[src/hdl/slm_pkg.sv]
// Shared types and constants for the slew-limited level bank.
// No dependencies; used by every module of the block.
`default_nettype none
package slm_pkg;

  localparam int CHANNELS_DEF = 8;

  localparam int LVL_W   = 16;
  localparam int RATE_W  = 24;
  localparam int TICK_W  = 21;
  localparam int PROD_W  = RATE_W + TICK_W;
  localparam int FRAC_SH = 20;
  localparam int OIDX_W  = 6;
  localparam int CFG_W   = 24;
  localparam int CFGI_W  = 2;

  localparam logic [LVL_W:0] LEVEL_ONE = 17'd32768;

  localparam logic [1:0] CMD_SET   = 2'd0;
  localparam logic [1:0] CMD_TICK  = 2'd1;
  localparam logic [1:0] CMD_FAULT = 2'd2;

  localparam logic [CFGI_W-1:0] CFG_FIRST = 2'd0;
  localparam logic [CFGI_W-1:0] CFG_DOWN  = 2'd1;
  localparam logic [CFGI_W-1:0] CFG_UP    = 2'd2;

  // one channel's stored state
  typedef struct packed {
    logic [LVL_W-1:0] tgt;
    logic             en;
    logic             flt;
    logic [LVL_W-1:0] app;
  } chan_entry_t;

  localparam int ENTRY_W = $bits(chan_entry_t);

endpackage
`default_nettype wire

[src/hdl/multichannel_slew_limited_level_top.sv]
// Top level of the slew-limited level bank: command sequencer and config.
// Depends on slm_pkg, slm_mem (channel state) and slm_step (step product).
//
//  channel  | ports                                   | handshake
//  ---------+-----------------------------------------+-------------------------
//  input    | in_command .. in_global_enable          | start & !busy
//  result   | out_channel_index .. out_last           | out_strobe, one cycle
//  config   | cfg_index, cfg_data                     | cfg_we, no wait
//
// Tick: the shared step multiplier forms the down step, then the up step
// (S_MUL_DN, S_MUL_UP), S_TRD primes the memory read, then one channel per
// cycle read-modify-write, one result word per channel, last on the final one.
// Set and fault on a mapped id: busy for a read, then a write back,
// one result word. An unmapped id or unused code: one result word the next
// cycle, no busy time. Reset clears control state and the per-entry valid
// bits, so all channels read as zero without a clearing pass.
// The receiver cannot stall; each result word is shown for one cycle only.
`default_nettype none
module multichannel_slew_limited_level_top #(
  parameter int CHANNELS = slm_pkg::CHANNELS_DEF
) (
  input  wire logic                          clk,
  input  wire logic                          rst_n,
  input  wire logic                          start,
  output logic                               busy,
  input  wire logic [1:0]                    in_command,
  input  wire logic [7:0]                    in_channel_id,
  input  wire logic signed [16:0]            in_target_level,
  input  wire logic                          in_enable,
  input  wire logic                          in_fault,
  input  wire logic [slm_pkg::TICK_W-1:0]    in_tick_time,
  input  wire logic                          in_global_enable,
  output logic                               out_strobe,
  output logic [slm_pkg::OIDX_W-1:0]         out_channel_index,
  output logic [slm_pkg::LVL_W-1:0]          out_applied_level,
  output logic                               out_accepted,
  output logic                               out_last,
  input  wire logic                          cfg_we,
  input  wire logic [slm_pkg::CFGI_W-1:0]    cfg_index,
  input  wire logic [slm_pkg::CFG_W-1:0]     cfg_data
);
  import slm_pkg::*;

  localparam int IW = (CHANNELS > 1) ? $clog2(CHANNELS) : 1;
  localparam logic [IW-1:0] LAST_IDX = IW'(CHANNELS - 1);

  typedef enum logic [2:0] {
    S_IDLE, S_MUL_DN, S_MUL_UP, S_TRD, S_SWEEP, S_RD, S_WR
  } state_t;

  state_t state_r;

  // configuration registers
  logic [7:0]        first_r;
  logic [RATE_W-1:0] down_r;
  logic [RATE_W-1:0] up_r;

  // captured command word
  logic [1:0]        cmd_r;
  logic [IW-1:0]     idx_r;
  logic [LVL_W-1:0]  tgt_r;
  logic              en_r;
  logic              flt_r;
  logic [TICK_W-1:0] ticks_r;
  logic              gen_r;

  // step sizes for this tick
  logic [LVL_W:0] dn_step_r;
  logic [LVL_W:0] up_step_r;

  logic [RATE_W-1:0] rate_sel;
  logic [LVL_W:0]    step;

  logic              mem_we;
  logic [IW-1:0]     mem_waddr;
  chan_entry_t       mem_wentry;
  logic              mem_re;
  logic [IW-1:0]     mem_raddr;
  logic [ENTRY_W-1:0] mem_rdata;
  chan_entry_t       rd;

  logic [7:0]     loc8;
  logic           hit;
  logic           accept;
  logic [LVL_W-1:0] tgt_clamp;

  logic [LVL_W:0] want;
  logic [LVL_W:0] cur;
  logic [LVL_W:0] cur_nxt;
  logic [LVL_W:0] moved;

  slm_mem #(
    .DEPTH (CHANNELS),
    .AW    (IW),
    .DW    (ENTRY_W)
  ) u_mem (
    .clk   (clk),
    .rst_n (rst_n),
    .we    (mem_we),
    .waddr (mem_waddr),
    .wdata (mem_wentry),
    .re    (mem_re),
    .raddr (mem_raddr),
    .rdata (mem_rdata)
  );

  slm_step u_step (
    .clk   (clk),
    .rate  (rate_sel),
    .ticks (ticks_r),
    .step  (step)
  );

  assign rd     = chan_entry_t'(mem_rdata);
  assign busy   = (state_r != S_IDLE);
  assign accept = start && !busy;

  // id to local index; unmapped ids fall outside the bank
  assign loc8 = in_channel_id - first_r;
  assign hit  = (in_channel_id >= first_r) && ({1'b0, loc8} < 9'(CHANNELS));

  always_comb begin
    if (in_target_level[16]) begin
      tgt_clamp = '0;
    end else if (in_target_level[15:0] > LEVEL_ONE[LVL_W-1:0] && 1'b1) begin
      tgt_clamp = LEVEL_ONE[LVL_W-1:0];
    end else begin
      tgt_clamp = in_target_level[15:0];
    end
  end

  assign rate_sel = (state_r == S_MUL_UP) ? up_r : down_r;

  // slew one channel toward its desired level
  always_comb begin
    cur  = {1'b0, rd.app};
    want = (gen_r && rd.en && !rd.flt) ? {1'b0, rd.tgt} : '0;
    if (want < cur) begin
      moved   = cur - dn_step_r;
      cur_nxt = ((cur - want) > dn_step_r) ? moved : want;
    end else begin
      moved   = cur + up_step_r;
      cur_nxt = ((want - cur) > up_step_r) ? moved : want;
    end
    if (cur_nxt > LEVEL_ONE) begin
      cur_nxt = LEVEL_ONE;
    end
  end

  // memory port control
  always_comb begin
    mem_re     = 1'b0;
    mem_raddr  = idx_r;
    mem_we     = 1'b0;
    mem_waddr  = idx_r;
    mem_wentry = rd;
    unique case (state_r)
      S_TRD, S_RD: begin
        mem_re = 1'b1;
      end
      S_SWEEP: begin
        mem_re     = (idx_r != LAST_IDX);
        mem_raddr  = IW'(idx_r + 1'b1);
        mem_we     = 1'b1;
        mem_wentry.app = cur_nxt[LVL_W-1:0];
      end
      S_WR: begin
        mem_we = 1'b1;
        if (cmd_r == CMD_SET) begin
          mem_wentry.tgt = tgt_r;
          mem_wentry.en  = en_r;
        end else begin
          mem_wentry.flt = flt_r;
        end
      end
      default: begin
      end
    endcase
  end

  // configuration writes; index three is ignored
  always_ff @(posedge clk) begin
    if (!rst_n) begin
      first_r <= '0;
      down_r  <= RATE_W'(LEVEL_ONE);
      up_r    <= RATE_W'(LEVEL_ONE);
    end else if (cfg_we) begin
      unique case (cfg_index)
        CFG_FIRST: first_r <= cfg_data[7:0];
        CFG_DOWN:  down_r  <= cfg_data;
        CFG_UP:    up_r    <= cfg_data;
        default: begin
        end
      endcase
    end
  end

  // command payload and step size capture
  always_ff @(posedge clk) begin
    if (accept) begin
      cmd_r   <= in_command;
      tgt_r   <= tgt_clamp;
      en_r    <= in_enable;
      flt_r   <= in_fault;
      ticks_r <= in_tick_time;
      gen_r   <= in_global_enable;
    end
    if (state_r == S_MUL_UP) begin
      dn_step_r <= step;
    end
    if (state_r == S_TRD) begin
      up_step_r <= step;
    end
  end

  // sequencer and registered result word
  always_ff @(posedge clk) begin
    if (!rst_n) begin
      state_r           <= S_IDLE;
      idx_r             <= '0;
      out_strobe        <= 1'b0;
      out_channel_index <= '0;
      out_applied_level <= '0;
      out_accepted      <= 1'b0;
      out_last          <= 1'b0;
    end else begin
      out_strobe <= 1'b0;
      unique case (state_r)
        S_IDLE: begin
          if (accept) begin
            if (in_command == CMD_TICK) begin
              idx_r   <= '0;
              state_r <= S_MUL_DN;
            end else if ((in_command == CMD_SET || in_command == CMD_FAULT) && hit) begin
              idx_r   <= loc8[IW-1:0];
              state_r <= S_RD;
            end else begin
              out_strobe        <= 1'b1;
              out_channel_index <= '0;
              out_applied_level <= '0;
              out_accepted      <= 1'b0;
              out_last          <= 1'b1;
            end
          end
        end
        S_MUL_DN: state_r <= S_MUL_UP;
        S_MUL_UP: state_r <= S_TRD;
        S_TRD:    state_r <= S_SWEEP;
        S_SWEEP: begin
          out_strobe        <= 1'b1;
          out_channel_index <= OIDX_W'(idx_r);
          out_applied_level <= cur_nxt[LVL_W-1:0];
          out_accepted      <= 1'b1;
          out_last          <= (idx_r == LAST_IDX);
          if (idx_r == LAST_IDX) begin
            state_r <= S_IDLE;
          end else begin
            idx_r <= IW'(idx_r + 1'b1);
          end
        end
        S_RD: state_r <= S_WR;
        S_WR: begin
          out_strobe        <= 1'b1;
          out_channel_index <= OIDX_W'(idx_r);
          out_applied_level <= rd.app;
          out_accepted      <= 1'b1;
          out_last          <= 1'b1;
          state_r           <= S_IDLE;
        end
        default: state_r <= S_IDLE;
      endcase
    end
  end

endmodule
`default_nettype wire

[src/hdl/slm_mem.sv]
// Channel state memory: one write port, one registered read port.
// Per-entry valid bits make unwritten entries read as zero after reset.
`default_nettype none
module slm_mem #(
  parameter int DEPTH = slm_pkg::CHANNELS_DEF,
  parameter int AW    = $clog2(slm_pkg::CHANNELS_DEF),
  parameter int DW    = slm_pkg::ENTRY_W
) (
  input  wire logic          clk,
  input  wire logic          rst_n,
  input  wire logic          we,
  input  wire logic [AW-1:0] waddr,
  input  wire logic [DW-1:0] wdata,
  input  wire logic          re,
  input  wire logic [AW-1:0] raddr,
  output logic      [DW-1:0] rdata
);

  logic [DW-1:0] mem [DEPTH];
  logic [DEPTH-1:0] valid_r;
  logic [DW-1:0] rd_r;
  logic          rd_vld_r;

  always_ff @(posedge clk) begin
    if (we) begin
      mem[waddr] <= wdata;
    end
    if (re) begin
      rd_r <= mem[raddr];
    end
  end

  always_ff @(posedge clk) begin
    if (!rst_n) begin
      valid_r  <= '0;
      rd_vld_r <= 1'b0;
    end else begin
      if (we) begin
        valid_r[waddr] <= 1'b1;
      end
      if (re) begin
        rd_vld_r <= valid_r[raddr];
      end
    end
  end

  assign rdata = rd_vld_r ? rd_r : '0;

endmodule
`default_nettype wire

[src/hdl/slm_step.sv]
// Slew step unit: registered rate * time product, then >>20 and saturate.
// Uses slm_pkg for widths and the full-scale level.
`default_nettype none
module slm_step (
  input  wire logic                      clk,
  input  wire logic [slm_pkg::RATE_W-1:0] rate,
  input  wire logic [slm_pkg::TICK_W-1:0] ticks,
  output logic      [slm_pkg::LVL_W:0]    step
);
  import slm_pkg::*;

  logic [PROD_W-1:0] prod_r;
  logic [PROD_W-FRAC_SH-1:0] shifted;

  always_ff @(posedge clk) begin
    prod_r <= {{TICK_W{1'b0}}, rate} * {{RATE_W{1'b0}}, ticks};
  end

  assign shifted = prod_r[PROD_W-1:FRAC_SH];
  assign step = (shifted > (PROD_W-FRAC_SH)'(LEVEL_ONE)) ? LEVEL_ONE
                                                          : shifted[LVL_W:0];

endmodule
`default_nettype wire

[config.mk]
export PLATFORM = sky130hd
export DESIGN_NAME = multichannel_slew_limited_level_top
export DESIGN_NICKNAME = d
export VERILOG_FILES = /design/src/hdl/slm_pkg.sv /design/src/hdl/multichannel_slew_limited_level_top.sv /design/src/hdl/slm_mem.sv /design/src/hdl/slm_step.sv
export SDC_FILE = /design/constraint.sdc
export NUM_CORES = 2
export LEC_CHECK = 0
export BUFFER_PORTS_ARGS = -buffer_cell sky130_fd_sc_hd__buf_4
export CORE_UTILIZATION = 55
export DETAILED_ROUTE_END_ITERATION = 10
export PLACE_DENSITY = 0.74
export SYNTH_ARGS = -nofsm -noshare
export SYNTH_HDL_FRONTEND = slang
export SYNTH_SLANG_ARGS = --single-unit
[constraint.sdc]
create_clock -name clk -period 20.8 [get_ports clk]
set_clock_uncertainty 0.05 [all_clocks]
set_input_delay 5.2 -clock clk [delete_from_list [all_inputs] [get_ports clk]]
set_output_delay 5.2 -clock clk [all_outputs]
set_load 0.05 [all_outputs]
==> impl_metrics.tcl <==
set metrics [dict create \
    status "complete, no violations" \
    hpwl_mm 67.8 \
    max-cap-violations 0 \
    syn_area_per_cell_sq_um 11.0 \
    syn_area_sq_um 38800 \
    timing.final.ws_setup_ns 11.96 \
    ys_seq_elements 500 \
    grt_max_degree 89 \
    cts-root-buf "clkbuf_16" \
    cts_resized 0 \
    die_y_microns 267 \
    grt_pass1_wl_mm 152 \
    holdBufCountCts 0 \
    drcViolationCount 0 \
    synth.most_common_cell "inv_1" \
    slew_headroom_pct 17.0 \
    hold_violations 0 \
    htreeDepth 2 \
    areaGrowthSynthToFinish_pct 9.25 \
    antenna_found_initial 1 \
    dr.pass1.iters 6 \
    start_util_pct 56.0 \
    design.core.area_sq_um 69200 \
    synth_compound_area_share_pct 7.13 \
    synthTopCellsByArea "edfxtp_1 (30%), fa_1 (22%), ha_1 (8.4%)" \
    cp.arrival_ns 9.30 \
    grt_pass1_vias 27200 \
    via_per_inst 5.77 \
    tightest_slew_ns 1.24 \
    p_comb_share_pct 57.0 \
    nets 4325 \
    switchingPower_mw 2.57 \
    clk_path_buf_depth 3 \
    clkLatencyLatePin_ns 0.64 \
    async_flop_share_pct 0 \
    crit_path_max_fanout 43 \
    seqPwrFrac_pct 25.7 \
    seq_area_frac_synth_pct 35.7 \
    cpPeakStageDelay_ns 0.62 \
    fillers 5537 \
    tritoncts "built" \
    drtIter0Drc 2260 \
    ir_drop_mv 0.124 \
    synth_fa_ha_area_share_pct 30.0 \
    final_area_sq_um 42300 \
    io_buffer_count 103 \
    path_class "reg2reg" \
    fin_crit_sh_pct 42.5 \
    min_period_ns 8.84 \
    ioPinCount 107 \
    rows 96 \
    synth_warnings 0 \
    synth_top_area_cell "edfxtp_1" \
    gr-usage-all-layers_pct 27.8 \
    vias 26200 \
    synth_top_area_share_pct 29.6 \
    tns_ns 0 \
    synth_mux_area_share_pct 5.86 \
    swShare_pct 43.9 \
    max_freq_ghz 0.113 \
    slew_violations 0 \
    overflow 0 \
    clkPwrFrac_pct 17.3 \
    die_w_microns 267 \
    cts.sinks 500 \
    total_power_mw 5.85 \
    synth-edff-count 382 \
    rsz0062_at_grt "false" \
    cts_made_buffers 54 \
    drive_gt1_share_pct 11.0 \
    synth_commonest_cells "inv_1 (542), nand2_1 (459), fa_1 (419), edfxtp_1 (382), and2_1 (295)" \
    place_ws_ns 11.99 \
    synth_top_family_by_area "adder cells" \
    wl_per_cell_microns 21.1 \
    powerDensity_nw_per_um2 138 \
    intPower_mw 3.28 \
    hold-worst-slack_ns 0.406 \
    critPathMostFrequentCell "fa_1" \
    synth_cell_types 79 \
    cp_data_required_time_ns 21.26 \
    synthCells 3535 \
    start_kind "flip-flop" \
    end_kind "flip-flop" \
    synth-simple-area-share_pct 12.6 \
    setup_viol 0 \
    gp_congestion 0.928 \
    wl_mm 95.7 \
    synth_xor_area_share_pct 1.65 \
    ys.flop_type "edfxtp_1" \
    crit_slowest_cell "mux2_2" \
    die_area_sq_um 71500 \
    clk_pin_slew_worst_paths_ns 0.07 \
    leakagePower_nw 18.9 \
    antenna_left 0 \
    postPlaceCellArea_sq_um 40500 \
    hp-class "reg2reg" \
    cts_setup_buffers 0 \
]
[worst max-delay path, delay by kind of cell (launching register included)]
kind | cells | cell delay, ns
AOI/OAI and AO/OA | 7 | 1.57
adders and majority gates | 8 | 3.63
buffers and inverters | 7 | 0.86
DFF | 1 | 0.50
muxes | 1 | 0.62
and+or+nand+nor | 5 | 1.43
[power groups by stage]
stage	Clock, mW	Sequential (mW)	Combinational [mW]
6_report	1.01	1.50	3.33
5_1_grt	1.06	1.51	3.70
4_1_cts	1.03	1.50	3.32
3_5_place_dp	0	1.52	3.29
3_3_place_gp	0	1.51	3.24
2_1_floorplan	0	1.47	2.40
[registers in the layout (all words and copies together) (netlist names), 2 cells and up]
name,flops
ticks_r,21
u_step.prod_r,25
out_channel_index,3
first_r,8
dn_step_r,17
idx_r,3
out_applied_level,16
down_r,24
state_r,3
u_mem.mem,272
tgt_r,16
u_mem.valid_r,8
cmd_r,2
up_step_r,17
up_r,24
u_mem.rd_r,34
[routing by layer]
layer	part of all wire (%)	global-route usage, %
met1	43	39.7
met2	47	44.7
met3	8.1	4.39
met4	2.4	6.66
met5	0	0
[path summary, 6_finish.rpt]
check	from	slack, ns	to	depth (start not counted)
hold reg to reg	down_r[6]	0.41	down_r[6]	2
hold / removal	down_r[6]	0.41	down_r[6]	2
setup / recovery	state_r[1]	11.96	u_step.prod_r[44]	28
setup reg to reg	state_r[1]	11.96	u_step.prod_r[44]	28
[cells by family after synthesis]
family / Yosys count
and+or+nand+nor: 1010
buffers and inverters: 716
adders and majority gates: 679
DFF: 500
AOI/OAI and AO/OA: 424
muxes: 132
xor gates and xnor gates: 73
other: 1
[layout by cell type, fill, tap and decap left out, types with 11 or more instances in the layout]
cell type and n:
inv_1 542, nand2_1 459, fa_1 419, edfxtp_1 382
and2_1 295, ha_1 260, a21oi_1 146, buf_4 142
dfxtp_1 118, nor2_1 109, mux4_2 70, o21ai_0 63
mux2_2 57, clkbuf_16 54, xnor2_1 48, a21o_1 43
xor2_1 24, nand3_1 21, nor2b_1 20, nand2b_1 19
nor3_1 18, o21a_1 18, a22oi_1 18, a211oi_1 14
a22o_1 14, o21bai_1 12, o22ai_1 11, a31o_2 11
[metrics by stage]
step                      util (%)  std cells
after floorplan                  -       3539
after CTS                     61.2       4541
after detailed placement      58.5       4440
after global placement        58.5       4440
final                         61.2       4542
after global routing          61.2       4541
[area by class of cell]
class,instances,area (sq um),share of cell area [%]
diodes,1,2.50,0.00591
clock buffers,64,1400,3.30
clock inverters,37,483,1.14
inverters,544,2040,4.82
multi-input cells,2323,22300,52.8
flip-flops and latches,500,13800,32.7
well taps,931,1160,2.75
repair buffers,142,1070,2.52
(Power assumes the default switching activity.)
